`src/rtl/weighted_link_table_macros.svh`:
```
// ----------------------------------------------------------------------------
// weighted link table assertion macros
// shorthand for clocked implication checks, reset masked
// ----------------------------------------------------------------------------
`ifndef WEIGHTED_LINK_TABLE_MACROS_SVH
`define WEIGHTED_LINK_TABLE_MACROS_SVH

// same-cycle implication
`define WLT_ASSERT_IMP(name, ante, cons, msg) \
    name: assert property (@(posedge clk) disable iff (!rst_n) (ante) |-> (cons)) \
        else $error(msg);

// next-cycle implication
`define WLT_ASSERT_NXT(name, ante, cons, msg) \
    name: assert property (@(posedge clk) disable iff (!rst_n) (ante) |=> (cons)) \
        else $error(msg);

`endif

```
`src/rtl/wlt_pkg.sv`:
```
// ----------------------------------------------------------------------------
// wlt_pkg
// opcodes and fixed constants of the weighted link table
// ----------------------------------------------------------------------------
package wlt_pkg;

    typedef enum logic [2:0] {
        OP_INSERT = 3'd0,
        OP_DELETE = 3'd1,
        OP_GET    = 3'd2,
        OP_SET    = 3'd3,
        OP_ADD    = 3'd4,
        OP_CHANGE = 3'd5,
        OP_FIND   = 3'd6,
        OP_CLEAR  = 3'd7
    } wlt_op_t;

    // head weight after reset, 50.0 in q8.8
    localparam int HEAD_WEIGHT_RESET = 12800;

endpackage

```
`src/rtl/wlt_channels.sv`:
```
// ----------------------------------------------------------------------------
// wlt channels
// request and response channels of the weighted link table
// ----------------------------------------------------------------------------
interface wlt_req_if
    import wlt_pkg::*;
#(
    parameter int ID_WIDTH     = 16,
    parameter int WEIGHT_WIDTH = 16
);
    logic                           valid;
    logic                           ready;
    wlt_op_t                        opcode;
    logic [ID_WIDTH-1:0]            link_id;
    logic signed [WEIGHT_WIDTH-1:0] operand_value;

    modport source (output valid, opcode, link_id, operand_value, input ready);
    modport sink   (input valid, opcode, link_id, operand_value, output ready);
endinterface

interface wlt_rsp_if
#(
    parameter int WEIGHT_WIDTH = 16
);
    logic                           valid;
    logic                           ready;
    logic signed [WEIGHT_WIDTH-1:0] weight_out;
    logic                           found;
    logic                           table_full;
    logic                           removed;

    modport source (output valid, weight_out, found, table_full, removed, input ready);
    modport sink   (input valid, weight_out, found, table_full, removed, output ready);
endinterface

```
`src/rtl/wlt_ram.sv`:
```
// ----------------------------------------------------------------------------
// wlt_ram
// entry store, one write port and one read port, registered read data
// ----------------------------------------------------------------------------
module wlt_ram
#(
    parameter int DEPTH = 64,
    parameter int DW    = 32,
    localparam int ADDR_W = $clog2(DEPTH)
)
(
    input  logic              clk,
    input  logic              we,
    input  logic [ADDR_W-1:0] waddr,
    input  logic [DW-1:0]     wdata,
    input  logic [ADDR_W-1:0] raddr,
    output logic [DW-1:0]     rdata
);

    logic [DW-1:0] mem [DEPTH];
    logic [DW-1:0] rd_data_reg;

    always_ff @(posedge clk)
    begin
        if (we)
        begin
            mem[waddr] <= wdata;
        end
        rd_data_reg <= mem[raddr];
    end

    assign rdata = rd_data_reg;

endmodule

```
`src/rtl/wlt_wcalc.sv`:
```
// ----------------------------------------------------------------------------
// wlt_wcalc
// saturating weight add and the sign-crossing clamp of a change
// ----------------------------------------------------------------------------
module wlt_wcalc
#(
    parameter int W_W = 16
)
(
    input  logic signed [W_W-1:0] prev_weight,
    input  logic signed [W_W-1:0] operand,
    output logic signed [W_W-1:0] sum_sat,
    output logic signed [W_W-1:0] change_out
);

    logic signed [W_W:0] sum;
    logic                old_neg;
    logic                old_zero;
    logic                new_neg;
    logic                new_zero;
    logic                clamp;

    assign sum = {prev_weight[W_W-1], prev_weight} + {operand[W_W-1], operand};

    always_comb
    begin
        if (sum[W_W] != sum[W_W-1])
        begin
            sum_sat = sum[W_W] ? {1'b1, {(W_W-1){1'b0}}} : {1'b0, {(W_W-1){1'b1}}};
        end
        else
        begin
            sum_sat = sum[W_W-1:0];
        end
    end

    assign old_neg  = prev_weight[W_W-1];
    assign old_zero = (prev_weight == '0);
    assign new_neg  = sum_sat[W_W-1];
    assign new_zero = (sum_sat == '0);

    // clamp on a sign crossing or on reaching zero
    assign clamp      = (!new_neg && (old_neg || old_zero)) || ((new_neg || new_zero) && !old_neg);
    assign change_out = clamp ? '0 : sum_sat;

endmodule

```
`src/rtl/wlt_seq.sv`:
```
// ----------------------------------------------------------------------------
// wlt_seq
// sequencer: decode, linear scan, read-modify-write and compaction
// ----------------------------------------------------------------------------
`include "weighted_link_table_macros.svh"

module wlt_seq
    import wlt_pkg::*;
#(
    parameter int DEPTH = 64,
    parameter int ID_W  = 16,
    parameter int W_W   = 16,
    localparam int ADDR_W = $clog2(DEPTH),
    localparam int CNT_W  = $clog2(DEPTH + 1),
    localparam int DW     = ID_W + W_W
)
(
    input  logic                  clk,
    input  logic                  rst_n,
    wlt_req_if.sink               req,
    wlt_rsp_if.source             rsp,
    output logic                  ram_we,
    output logic [ADDR_W-1:0]     ram_waddr,
    output logic [DW-1:0]         ram_wdata,
    output logic [ADDR_W-1:0]     ram_raddr,
    input  logic [DW-1:0]         ram_rdata,
    output logic signed [W_W-1:0] calc_old,
    output logic signed [W_W-1:0] calc_operand,
    input  logic signed [W_W-1:0] calc_add,
    input  logic signed [W_W-1:0] calc_chg
);

    typedef enum logic [2:0] {
        ST_IDLE,
        ST_DECODE,
        ST_SCAN,
        ST_MODIFY,
        ST_SHIFT,
        ST_FINISH
    } state_t;

    localparam logic signed [W_W-1:0] HEAD_INIT =
        (W_W >= 15) ? W_W'(HEAD_WEIGHT_RESET) : {1'b0, {(W_W-1){1'b1}}};

    state_t                state_reg, state_next;
    wlt_op_t               op_reg, op_next;
    logic [ID_W-1:0]       id_reg, id_next;
    logic signed [W_W-1:0] operand_reg, operand_next;
    logic [CNT_W-1:0]      count_reg, count_next;
    logic signed [W_W-1:0] head_reg, head_next;
    logic [CNT_W-1:0]      ptr_reg, ptr_next;
    logic                  chk_vld_reg, chk_vld_next;
    logic [ADDR_W-1:0]     chk_addr_reg, chk_addr_next;
    logic [ADDR_W-1:0]     slot_reg, slot_next;
    logic signed [W_W-1:0] wgt_reg, wgt_next;
    logic                  scan_head_reg, scan_head_next;
    logic signed [W_W-1:0] res_weight_reg, res_weight_next;
    logic                  res_found_reg, res_found_next;
    logic                  res_full_reg, res_full_next;
    logic                  res_removed_reg, res_removed_next;
    logic                  out_vld_reg, out_vld_next;
    logic signed [W_W-1:0] out_weight_reg, out_weight_next;
    logic                  out_found_reg, out_found_next;
    logic                  out_full_reg, out_full_next;
    logic                  out_removed_reg, out_removed_next;

    logic issue;
    logic hit;
    logic id_zero;

    assign issue   = (ptr_reg < count_reg);
    assign hit     = chk_vld_reg && (ram_rdata[DW-1 -: ID_W] == id_reg);
    assign id_zero = (id_reg == '0);

    assign req.ready      = (state_reg == ST_IDLE);
    assign rsp.valid      = out_vld_reg;
    assign rsp.weight_out = out_weight_reg;
    assign rsp.found      = out_found_reg;
    assign rsp.table_full = out_full_reg;
    assign rsp.removed    = out_removed_reg;

    assign ram_raddr    = ptr_reg[ADDR_W-1:0];
    assign calc_old     = (state_reg == ST_MODIFY) ? wgt_reg : head_reg;
    assign calc_operand = operand_reg;

    always_comb
    begin
        state_next       = state_reg;
        op_next          = op_reg;
        id_next          = id_reg;
        operand_next     = operand_reg;
        count_next       = count_reg;
        head_next        = head_reg;
        ptr_next         = ptr_reg;
        chk_vld_next     = chk_vld_reg;
        chk_addr_next    = chk_addr_reg;
        slot_next        = slot_reg;
        wgt_next         = wgt_reg;
        scan_head_next   = scan_head_reg;
        res_weight_next  = res_weight_reg;
        res_found_next   = res_found_reg;
        res_full_next    = res_full_reg;
        res_removed_next = res_removed_reg;
        out_vld_next     = out_vld_reg;
        out_weight_next  = out_weight_reg;
        out_found_next   = out_found_reg;
        out_full_next    = out_full_reg;
        out_removed_next = out_removed_reg;
        ram_we           = 1'b0;
        ram_waddr        = '0;
        ram_wdata        = '0;

        if (out_vld_reg && rsp.ready)
        begin
            out_vld_next = 1'b0;
        end

        unique case (state_reg)
            ST_IDLE:
            begin
                if (req.valid)
                begin
                    op_next      = req.opcode;
                    id_next      = req.link_id;
                    operand_next = req.operand_value;
                    state_next   = ST_DECODE;
                end
            end

            ST_DECODE:
            begin
                res_weight_next  = '0;
                res_found_next   = 1'b0;
                res_full_next    = 1'b0;
                res_removed_next = 1'b0;
                ptr_next         = '0;
                chk_vld_next     = 1'b0;
                scan_head_next   = 1'b0;
                state_next       = ST_FINISH;
                unique case (op_reg)
                    OP_INSERT:
                    begin
                        if (count_reg < CNT_W'(DEPTH))
                        begin
                            ram_we     = 1'b1;
                            ram_waddr  = count_reg[ADDR_W-1:0];
                            ram_wdata  = {id_reg, {W_W{1'b0}}};
                            count_next = count_reg + 1'b1;
                        end
                        else
                        begin
                            res_full_next = 1'b1;
                        end
                    end
                    OP_CLEAR:
                    begin
                        res_removed_next = (count_reg != '0);
                        count_next       = '0;
                    end
                    OP_DELETE:
                    begin
                        state_next = ST_SCAN;
                    end
                    OP_GET, OP_FIND:
                    begin
                        if (id_zero)
                        begin
                            res_found_next  = 1'b1;
                            res_weight_next = head_reg;
                        end
                        else
                        begin
                            state_next = ST_SCAN;
                        end
                    end
                    OP_SET:
                    begin
                        if (id_zero)
                        begin
                            res_found_next  = 1'b1;
                            head_next       = operand_reg;
                            res_weight_next = operand_reg;
                        end
                        else
                        begin
                            state_next = ST_SCAN;
                        end
                    end
                    OP_ADD:
                    begin
                        if (id_zero)
                        begin
                            res_found_next  = 1'b1;
                            head_next       = calc_add;
                            res_weight_next = calc_add;
                        end
                        else
                        begin
                            state_next = ST_SCAN;
                        end
                    end
                    OP_CHANGE:
                    begin
                        if (id_zero)
                        begin
                            res_found_next  = 1'b1;
                            head_next       = calc_chg;
                            res_weight_next = calc_chg;
                            // head stays, first stored id zero goes
                            if (calc_chg == '0)
                            begin
                                scan_head_next = 1'b1;
                                state_next     = ST_SCAN;
                            end
                        end
                        else
                        begin
                            state_next = ST_SCAN;
                        end
                    end
                endcase
            end

            ST_SCAN:
            begin
                if (hit)
                begin
                    slot_next    = chk_addr_reg;
                    wgt_next     = ram_rdata[W_W-1:0];
                    chk_vld_next = 1'b0;
                    state_next   = ST_MODIFY;
                end
                else if (issue)
                begin
                    ptr_next      = ptr_reg + 1'b1;
                    chk_vld_next  = 1'b1;
                    chk_addr_next = ptr_reg[ADDR_W-1:0];
                end
                else
                begin
                    chk_vld_next = 1'b0;
                    state_next   = ST_FINISH;
                end
            end

            ST_MODIFY:
            begin
                ptr_next     = CNT_W'(slot_reg) + 1'b1;
                chk_vld_next = 1'b0;
                state_next   = ST_FINISH;
                if (scan_head_reg)
                begin
                    res_removed_next = 1'b1;
                    state_next       = ST_SHIFT;
                end
                else
                begin
                    unique case (op_reg)
                        OP_DELETE:
                        begin
                            res_found_next   = 1'b1;
                            res_removed_next = 1'b1;
                            state_next       = ST_SHIFT;
                        end
                        OP_GET, OP_FIND:
                        begin
                            res_found_next  = 1'b1;
                            res_weight_next = wgt_reg;
                        end
                        OP_SET:
                        begin
                            res_found_next  = 1'b1;
                            res_weight_next = operand_reg;
                            ram_we          = 1'b1;
                            ram_waddr       = slot_reg;
                            ram_wdata       = {id_reg, operand_reg};
                        end
                        OP_ADD:
                        begin
                            res_found_next  = 1'b1;
                            res_weight_next = calc_add;
                            ram_we          = 1'b1;
                            ram_waddr       = slot_reg;
                            ram_wdata       = {id_reg, calc_add};
                        end
                        OP_CHANGE:
                        begin
                            res_found_next = 1'b1;
                            if (calc_chg == '0)
                            begin
                                res_removed_next = 1'b1;
                                state_next       = ST_SHIFT;
                            end
                            else
                            begin
                                res_weight_next = calc_chg;
                                ram_we          = 1'b1;
                                ram_waddr       = slot_reg;
                                ram_wdata       = {id_reg, calc_chg};
                            end
                        end
                        default:
                        begin
                            state_next = ST_FINISH;
                        end
                    endcase
                end
            end

            ST_SHIFT:
            begin
                // move each later entry down by one slot
                if (chk_vld_reg)
                begin
                    ram_we    = 1'b1;
                    ram_waddr = chk_addr_reg - 1'b1;
                    ram_wdata = ram_rdata;
                end
                if (issue)
                begin
                    ptr_next      = ptr_reg + 1'b1;
                    chk_vld_next  = 1'b1;
                    chk_addr_next = ptr_reg[ADDR_W-1:0];
                end
                else
                begin
                    chk_vld_next = 1'b0;
                    if (!chk_vld_reg)
                    begin
                        count_next = count_reg - 1'b1;
                        state_next = ST_FINISH;
                    end
                end
            end

            ST_FINISH:
            begin
                if (!out_vld_reg || rsp.ready)
                begin
                    out_vld_next     = 1'b1;
                    out_weight_next  = res_weight_reg;
                    out_found_next   = res_found_reg;
                    out_full_next    = res_full_reg;
                    out_removed_next = res_removed_reg;
                    state_next       = ST_IDLE;
                end
            end
        endcase
    end

    always_ff @(posedge clk or negedge rst_n)
    begin
        if (!rst_n)
        begin
            state_reg       <= ST_IDLE;
            op_reg          <= OP_INSERT;
            id_reg          <= '0;
            operand_reg     <= '0;
            count_reg       <= '0;
            head_reg        <= HEAD_INIT;
            ptr_reg         <= '0;
            chk_vld_reg     <= 1'b0;
            chk_addr_reg    <= '0;
            slot_reg        <= '0;
            wgt_reg         <= '0;
            scan_head_reg   <= 1'b0;
            res_weight_reg  <= '0;
            res_found_reg   <= 1'b0;
            res_full_reg    <= 1'b0;
            res_removed_reg <= 1'b0;
            out_vld_reg     <= 1'b0;
            out_weight_reg  <= '0;
            out_found_reg   <= 1'b0;
            out_full_reg    <= 1'b0;
            out_removed_reg <= 1'b0;
        end
        else
        begin
            state_reg       <= state_next;
            op_reg          <= op_next;
            id_reg          <= id_next;
            operand_reg     <= operand_next;
            count_reg       <= count_next;
            head_reg        <= head_next;
            ptr_reg         <= ptr_next;
            chk_vld_reg     <= chk_vld_next;
            chk_addr_reg    <= chk_addr_next;
            slot_reg        <= slot_next;
            wgt_reg         <= wgt_next;
            scan_head_reg   <= scan_head_next;
            res_weight_reg  <= res_weight_next;
            res_found_reg   <= res_found_next;
            res_full_reg    <= res_full_next;
            res_removed_reg <= res_removed_next;
            out_vld_reg     <= out_vld_next;
            out_weight_reg  <= out_weight_next;
            out_found_reg   <= out_found_next;
            out_full_reg    <= out_full_next;
            out_removed_reg <= out_removed_next;
        end
    end

    `WLT_ASSERT_IMP(a_count_bound, 1'b1, count_reg <= CNT_W'(DEPTH), "entry count past depth")
    `WLT_ASSERT_NXT(a_accept_decode, req.valid && req.ready, state_reg == ST_DECODE, "transfer not decoded")
    `WLT_ASSERT_NXT(a_insert_count, state_reg == ST_DECODE && op_reg == OP_INSERT && count_reg < CNT_W'(DEPTH), count_reg == $past(count_reg) + 1'b1, "insert did not grow table")
    `WLT_ASSERT_NXT(a_shift_count, state_reg == ST_SHIFT && !issue && !chk_vld_reg, count_reg == $past(count_reg) - 1'b1, "removal did not shrink table")
    `WLT_ASSERT_IMP(a_full_on_insert, state_reg == ST_FINISH && res_full_reg, op_reg == OP_INSERT, "full flag on non-insert")

endmodule

```
`src/rtl/weighted_link_table.sv`:
```
// ----------------------------------------------------------------------------
// weighted_link_table
// ordered (id, weight) link table behind a fixed head entry
//
//   channel  dir  transfer when       payload
//   req      in   valid and ready     opcode, link_id, operand_value
//   rsp      out  valid and ready     weight_out, found, table_full, removed
//
// one item at a time; the single read port of the entry store sets the pace
// insert, clear and head operations: decode, then finish, with no scan
// lookups: a linear scan of up to n stored entries (one entry read per cycle)
// removal, also a head change to zero: scan plus compaction
// reset: empty table, head weight 50.0; the store needs no clearing pass
// a waiting result does not block the next request transfer
// ----------------------------------------------------------------------------
module weighted_link_table
    import wlt_pkg::*;
#(
    parameter int TABLE_DEPTH  = 64,
    parameter int ID_WIDTH     = 16,
    parameter int WEIGHT_WIDTH = 16
)
(
    input  logic       clk,
    input  logic       rst_n,
    wlt_req_if.sink    req,
    wlt_rsp_if.source  rsp
);

    localparam int ADDR_W = $clog2(TABLE_DEPTH);
    localparam int DW     = ID_WIDTH + WEIGHT_WIDTH;

    logic                           ram_we;
    logic [ADDR_W-1:0]              ram_waddr;
    logic [DW-1:0]                  ram_wdata;
    logic [ADDR_W-1:0]              ram_raddr;
    logic [DW-1:0]                  ram_rdata;
    logic signed [WEIGHT_WIDTH-1:0] calc_old;
    logic signed [WEIGHT_WIDTH-1:0] calc_operand;
    logic signed [WEIGHT_WIDTH-1:0] calc_add;
    logic signed [WEIGHT_WIDTH-1:0] calc_chg;

    wlt_ram #(
        .DEPTH (TABLE_DEPTH),
        .DW    (DW)
    ) u_ram (
        .clk   (clk),
        .we    (ram_we),
        .waddr (ram_waddr),
        .wdata (ram_wdata),
        .raddr (ram_raddr),
        .rdata (ram_rdata)
    );

    wlt_wcalc #(
        .W_W (WEIGHT_WIDTH)
    ) u_wcalc (
        .prev_weight (calc_old),
        .operand     (calc_operand),
        .sum_sat     (calc_add),
        .change_out  (calc_chg)
    );

    wlt_seq #(
        .DEPTH (TABLE_DEPTH),
        .ID_W  (ID_WIDTH),
        .W_W   (WEIGHT_WIDTH)
    ) u_seq (
        .clk          (clk),
        .rst_n        (rst_n),
        .req          (req),
        .rsp          (rsp),
        .ram_we       (ram_we),
        .ram_waddr    (ram_waddr),
        .ram_wdata    (ram_wdata),
        .ram_raddr    (ram_raddr),
        .ram_rdata    (ram_rdata),
        .calc_old     (calc_old),
        .calc_operand (calc_operand),
        .calc_add     (calc_add),
        .calc_chg     (calc_chg)
    );

endmodule

```
`src/flat_wrapper.sv`:
```
// flat-port wrapper written by rule: the top's interface ports become plain ports
module weighted_link_table_flat import wlt_pkg::*;
#(
    parameter int TABLE_DEPTH  = 64,
    parameter int ID_WIDTH     = 16,
    parameter int WEIGHT_WIDTH = 16
)
  (clk, rst_n, req_valid, req_opcode, req_link_id, req_operand_value, req_ready, rsp_valid, rsp_weight_out, rsp_found, rsp_table_full, rsp_removed, rsp_ready);
  wlt_req_if #(.ID_WIDTH(ID_WIDTH), .WEIGHT_WIDTH(WEIGHT_WIDTH)) req_i ();
  wlt_rsp_if #(.WEIGHT_WIDTH(WEIGHT_WIDTH)) rsp_i ();
  input  logic clk;
  input  logic rst_n;
  input wire logic [$bits(req_i.valid)-1:0] req_valid;
  input wire logic [$bits(req_i.opcode)-1:0] req_opcode;
  input wire logic [$bits(req_i.link_id)-1:0] req_link_id;
  input wire logic [$bits(req_i.operand_value)-1:0] req_operand_value;
  output wire logic [$bits(req_i.ready)-1:0] req_ready;
  output wire logic [$bits(rsp_i.valid)-1:0] rsp_valid;
  output wire logic [$bits(rsp_i.weight_out)-1:0] rsp_weight_out;
  output wire logic [$bits(rsp_i.found)-1:0] rsp_found;
  output wire logic [$bits(rsp_i.table_full)-1:0] rsp_table_full;
  output wire logic [$bits(rsp_i.removed)-1:0] rsp_removed;
  input wire logic [$bits(rsp_i.ready)-1:0] rsp_ready;
  assign req_i.valid = req_valid;
  assign req_i.opcode = req_opcode;
  assign req_i.link_id = req_link_id;
  assign req_i.operand_value = req_operand_value;
  assign req_ready = req_i.ready;
  assign rsp_valid = rsp_i.valid;
  assign rsp_weight_out = rsp_i.weight_out;
  assign rsp_found = rsp_i.found;
  assign rsp_table_full = rsp_i.table_full;
  assign rsp_removed = rsp_i.removed;
  assign rsp_i.ready = rsp_ready;
  weighted_link_table #(.TABLE_DEPTH(TABLE_DEPTH), .ID_WIDTH(ID_WIDTH), .WEIGHT_WIDTH(WEIGHT_WIDTH)) u_core (.clk(clk), .rst_n(rst_n), .req(req_i), .rsp(rsp_i));
endmodule
```
`config.mk`:
```
export PLATFORM = sky130hd
export DESIGN_NAME = weighted_link_table_flat
export DESIGN_NICKNAME = d
export VERILOG_FILES = /design/src/rtl/wlt_pkg.sv /design/src/rtl/wlt_channels.sv /design/src/rtl/wlt_ram.sv /design/src/rtl/wlt_wcalc.sv /design/src/rtl/wlt_seq.sv /design/src/rtl/weighted_link_table.sv /design/src/flat_wrapper.sv
export VERILOG_INCLUDE_DIRS = /design/src /design/src/rtl
export SDC_FILE = /design/constraint.sdc
export NUM_CORES = 2
export LEC_CHECK = 0
export BUFFER_PORTS_ARGS = -buffer_cell sky130_fd_sc_hd__buf_2
export CAP_MARGIN = 20
export CORE_MARGIN = 2
export CORE_UTILIZATION = 35
export CTS_CLUSTER_DIAMETER = 40
export CTS_CLUSTER_SIZE = 14
export DETAILED_ROUTE_END_ITERATION = 8
export HOLD_SLACK_MARGIN = 0.1
export PLACE_DENSITY = 0.55
export SYNTH_ARGS = -nofsm -noshare
export SYNTH_HDL_FRONTEND = slang
export SYNTH_SLANG_ARGS = --single-unit
export TNS_END_PERCENT = 10
```
`constraint.sdc`:
```
create_clock -name clk -period 9.5 [get_ports clk]
set_clock_uncertainty 0.1 [all_clocks]
set_input_delay 1.425 -clock clk [delete_from_list [all_inputs] [get_ports clk]]
set_output_delay 1.425 -clock clk [all_outputs]
set_load 0.01 [all_outputs]
```
==> results.cfg <==
[pwr]
p_comb_share_pct = 17.2
power_leakage_nw = 32.1
seqPwrFrac_pct = 42.4
p_switching_mw = 7.63
peakVddDrop_mv = 0.204
p_sw_share_pct = 27.5
p_clk_share_pct = 40.4
power.density_nw_per_um2 = 268
internal-power_mw = 20.1

[timing]
finalSetupTns_ns = 0
drv_slew = 0
post-route-period-util_pct = 81.2
setup_viol = 0
hold_viol = 0
max_freq_ghz = 0.130
slew_headroom_pct = 22.0
rsz0062_at_grt = no
tightest_slew_ns = 1.17
fin_crit_ns = 7.72

[setup_path]
worstReg2RegEnd = u_core.u_ram.mem[22][21]
start_kind = register
rr_startpoint = u_core.u_seq.state_reg[2]
cpPeakStageDelay_ns = 0.84
slowest_stage = a2111o_1
end_kind = register
crit_family = simple AND/OR/NAND/NOR gates
cp.arrival_ns = 8.18
crit_fanout = 22
crit_path_frequent_cell = nand2_1
worstPathCellList = nand2b_1 > nor2_2 > nand2_1 > nand2_1 > ha_1 > o21ai_0 > nor3_1 > nor2_1 > o21ai_1 > mux2i_2 > nor4b_2 > o21a_1 > a21oi_2 > a2111o_1 > nor2_4 > buf_4
critical_path_class = reg2reg
r2r_slack_ns = 1.78
path_buf_inv = 1
critPathRequiredTime_ns = 9.96
r2r_cells = 16

[floorplanning]
die_height_um = 504
core-area_um2 = 248000
die_area_um2 = 254000
start_util_pct = 35.2
io_pins = 60
die_w_um = 504
placement_rows = 183

[grt]
track_usage_pct = 17.9
antenna_found_initial = 27
grt_pass1_vias = 43000
grt_max_degree = 105
gr-total-overflow = 0
grt_pass1_wl_um = 328000

[min_path]
worstHoldEndpoint = u_core.u_seq.wgt_reg[12]
hold_path_depth = 1
hold_start = u_core.u_ram.rdata[12]
hp-class = reg2reg

[finish]
area_growth_pct = 18.1
fin_nets = 4358
largest_register = u_core.u_ram.mem
fin_util_pct = 41.6
largest_reg_flops = 2048
instances_no_fill = 7845
drive_above_1_share_pct = 34.8

[synth]
ys_top_cells_by_area = edfxtp_1 (70%), mux4_2 (17%), dfrtp_1 (3.8%), mux2_2 (1.1%), dfxtp_1 (0.73%)
synthCells = 4012
avgSynthCellArea_um2 = 21.8
syn-cell-area_um2 = 87400
synth-edff-count = 2048
synth_area_leader_cell = edfxtp_1
ys_ff_latch = 2217
synth_top_area_share_pct = 70.4
yosysUniqueCellTypes = 85
yosysWarnings = 0
synth_nets = 4079
yosysSeqAreaShare_pct = 75.0
ys.flop_type = edfxtp_1
synth-async-reset-ratio_pct = 6.18

[placed_design]
hpwl_um = 143000
gp_congestion = 0.824
dp_cells = 7308
port_buffers = 59

[drt]
drc = 0
post_drt_wl_per_cell_um = 29.3
ant_nets = 0
vias = 42500
wl_um = 230000
vias_per_cell = 5.41
dr.pass1.iters = 5
drtIter0Drc = 4890

[clocking]
clk_latency_ns = 0.92
numCtsBuffers = 299
cts-root-buf = clkbuf_16
post_cts_buffers = 0
clock-sinks = 2217
ctsHtreeMaxLevel = 5
path_clk_slew_ns = 0.05
clk_path_buf_depth = 4
cts_hold_buffers = 0
cts_tree = yes
cts_resized = 0

[run_status]
status = finished, final reports clean

[job]
max_cap_violations = 0
## how the worst max path moves through the flow
stage                                    startpoint                        to  depth (start not counted)
after floorplan           u_core.u_seq.state_reg[2]   u_core.u_ram.mem[0][13]                         18
after global placement    u_core.u_seq.state_reg[2]  u_core.u_ram.mem[30][10]                         18
after detailed placement  u_core.u_seq.state_reg[2]  u_core.u_ram.mem[22][22]                         18
after CTS                 u_core.u_seq.state_reg[2]  u_core.u_ram.mem[22][21]                         18
after global routing      u_core.u_seq.state_reg[2]  u_core.u_ram.mem[22][21]                         17
final                     u_core.u_seq.state_reg[2]  u_core.u_ram.mem[22][21]                         16
## power groups by stage
stage          sequential [mW]  clock (mW)  combinational [mW]
2_1_floorplan             11.8           0                3.07
3_3_place_gp              11.9           0                4.79
3_5_place_dp              12.0           0                4.81
4_1_cts                   11.8        11.4                4.83
5_1_grt                   11.8        11.8                5.08
6_report                  11.8        11.2                4.75
## stage by stage
stage	area (µm²)	power (mW)	hold slack, ns	setup WS (ns)
2_1_floorplan	87400	14.8	0.343	2.07
3_3_place_gp	92700	16.7	0.368	1.81
3_5_place_dp	93000	16.8	0.379	1.84
4_1_cts	103000	28.0	0.388	1.84
5_1_grt	103000	28.7	0.424	1.38
6_report	103000	27.7	0.388	1.78
## placed cells by master (no fill, tap or decap), types with 14 or more instances in the layout
cell,count
a211oi_1,14
a21o_1,16
a21oi_1,79
a31oi_1,20
buf_12,16
buf_16,14
buf_2,58
buf_4,105
bufinv_16,31
clkbuf_1,16
clkbuf_16,307
clkinv_1,25
clkinv_2,32
clkinv_4,16
clkinvlp_4,27
dfrtp_1,128
dfxtp_1,32
edfxtp_1,2048
ha_1,27
inv_1,28
inv_6,42
inv_8,19
mux2_2,83
mux4_2,672
nand2_1,126
nand3_1,15
nor2_1,68
nor2_4,64
o21ai_0,67
o22ai_1,14
xnor2_1,16
xor2_1,14
## metal layers
metal,wire (µm),vias up,track usage [%]
met3,17100,326,4.02
li1,-,17600,-
met5,0,-,0
met2,110000,1563,28.2
met1,98300,23000,25.4
met4,5040,0,4.44
## worst reg2reg max path, stage by stage, from the launching register on
cell	delay, ns
dfrtp_1	0.52
nand2b_1	0.31
nor2_2	0.79
nand2_1	0.15
nand2_1	0.10
ha_1	0.23
o21ai_0	0.16
nor3_1	0.66
nor2_1	0.17
o21ai_1	0.35
mux2i_2	0.74
nor4b_2	0.49
o21a_1	0.39
a21oi_2	0.17
a2111o_1	0.84
nor2_4	0.80
buf_4	0.42
## synthesized netlist by cell type (all sizes together) (5+ instances only)
cell / number
a21oi: 84
inv: 28
mux2: 86
and2: 14
dfxtp: 32
a21boi: 8
o211ai: 12
mux4: 672
nand4: 6
nand2b: 7
nor4: 15
dfrtp: 134
nor2b: 9
a41o: 7
nor2: 133
o31ai: 5
a211oi: 14
xnor2: 16
o21ai: 82
nand2: 126
clkbuf: 155
nand3: 15
or2: 6
xor2: 14
o21a: 5
o221ai: 9
edfxtp: 2048
and3: 14
nor3: 14
buf: 61
mux2i: 7
a22oi: 10
a22o: 22
a31oi: 21
a21o: 16
ha: 27
o22ai: 14
## cell type report
class | count | area [µm²]
fill | 21400 | 145000
sequential | 2217 | 65600
multi-input combinational | 1551 | 21600
clock buffer | 324 | 7760
tap | 3330 | 4170
clock inverter | 198 | 2210
timing repair buffer | 194 | 1800
inverter | 28 | 105
antenna | 3 | 7.51
## logic make-up after synthesis
group,after synthesis,synth area share (%)
AO/OA/AOI/OAI,349,2.68
XOR/XNOR,30,0.301
adder cells (fa/ha/maj),28,0.409
buffers and inverters,244,1.08
flip-flops,2217,75.0
multiplexers,765,18.5
AND/OR/NAND/NOR,379,1.98
No activity file was read; power rests on OpenSTA's default activity.
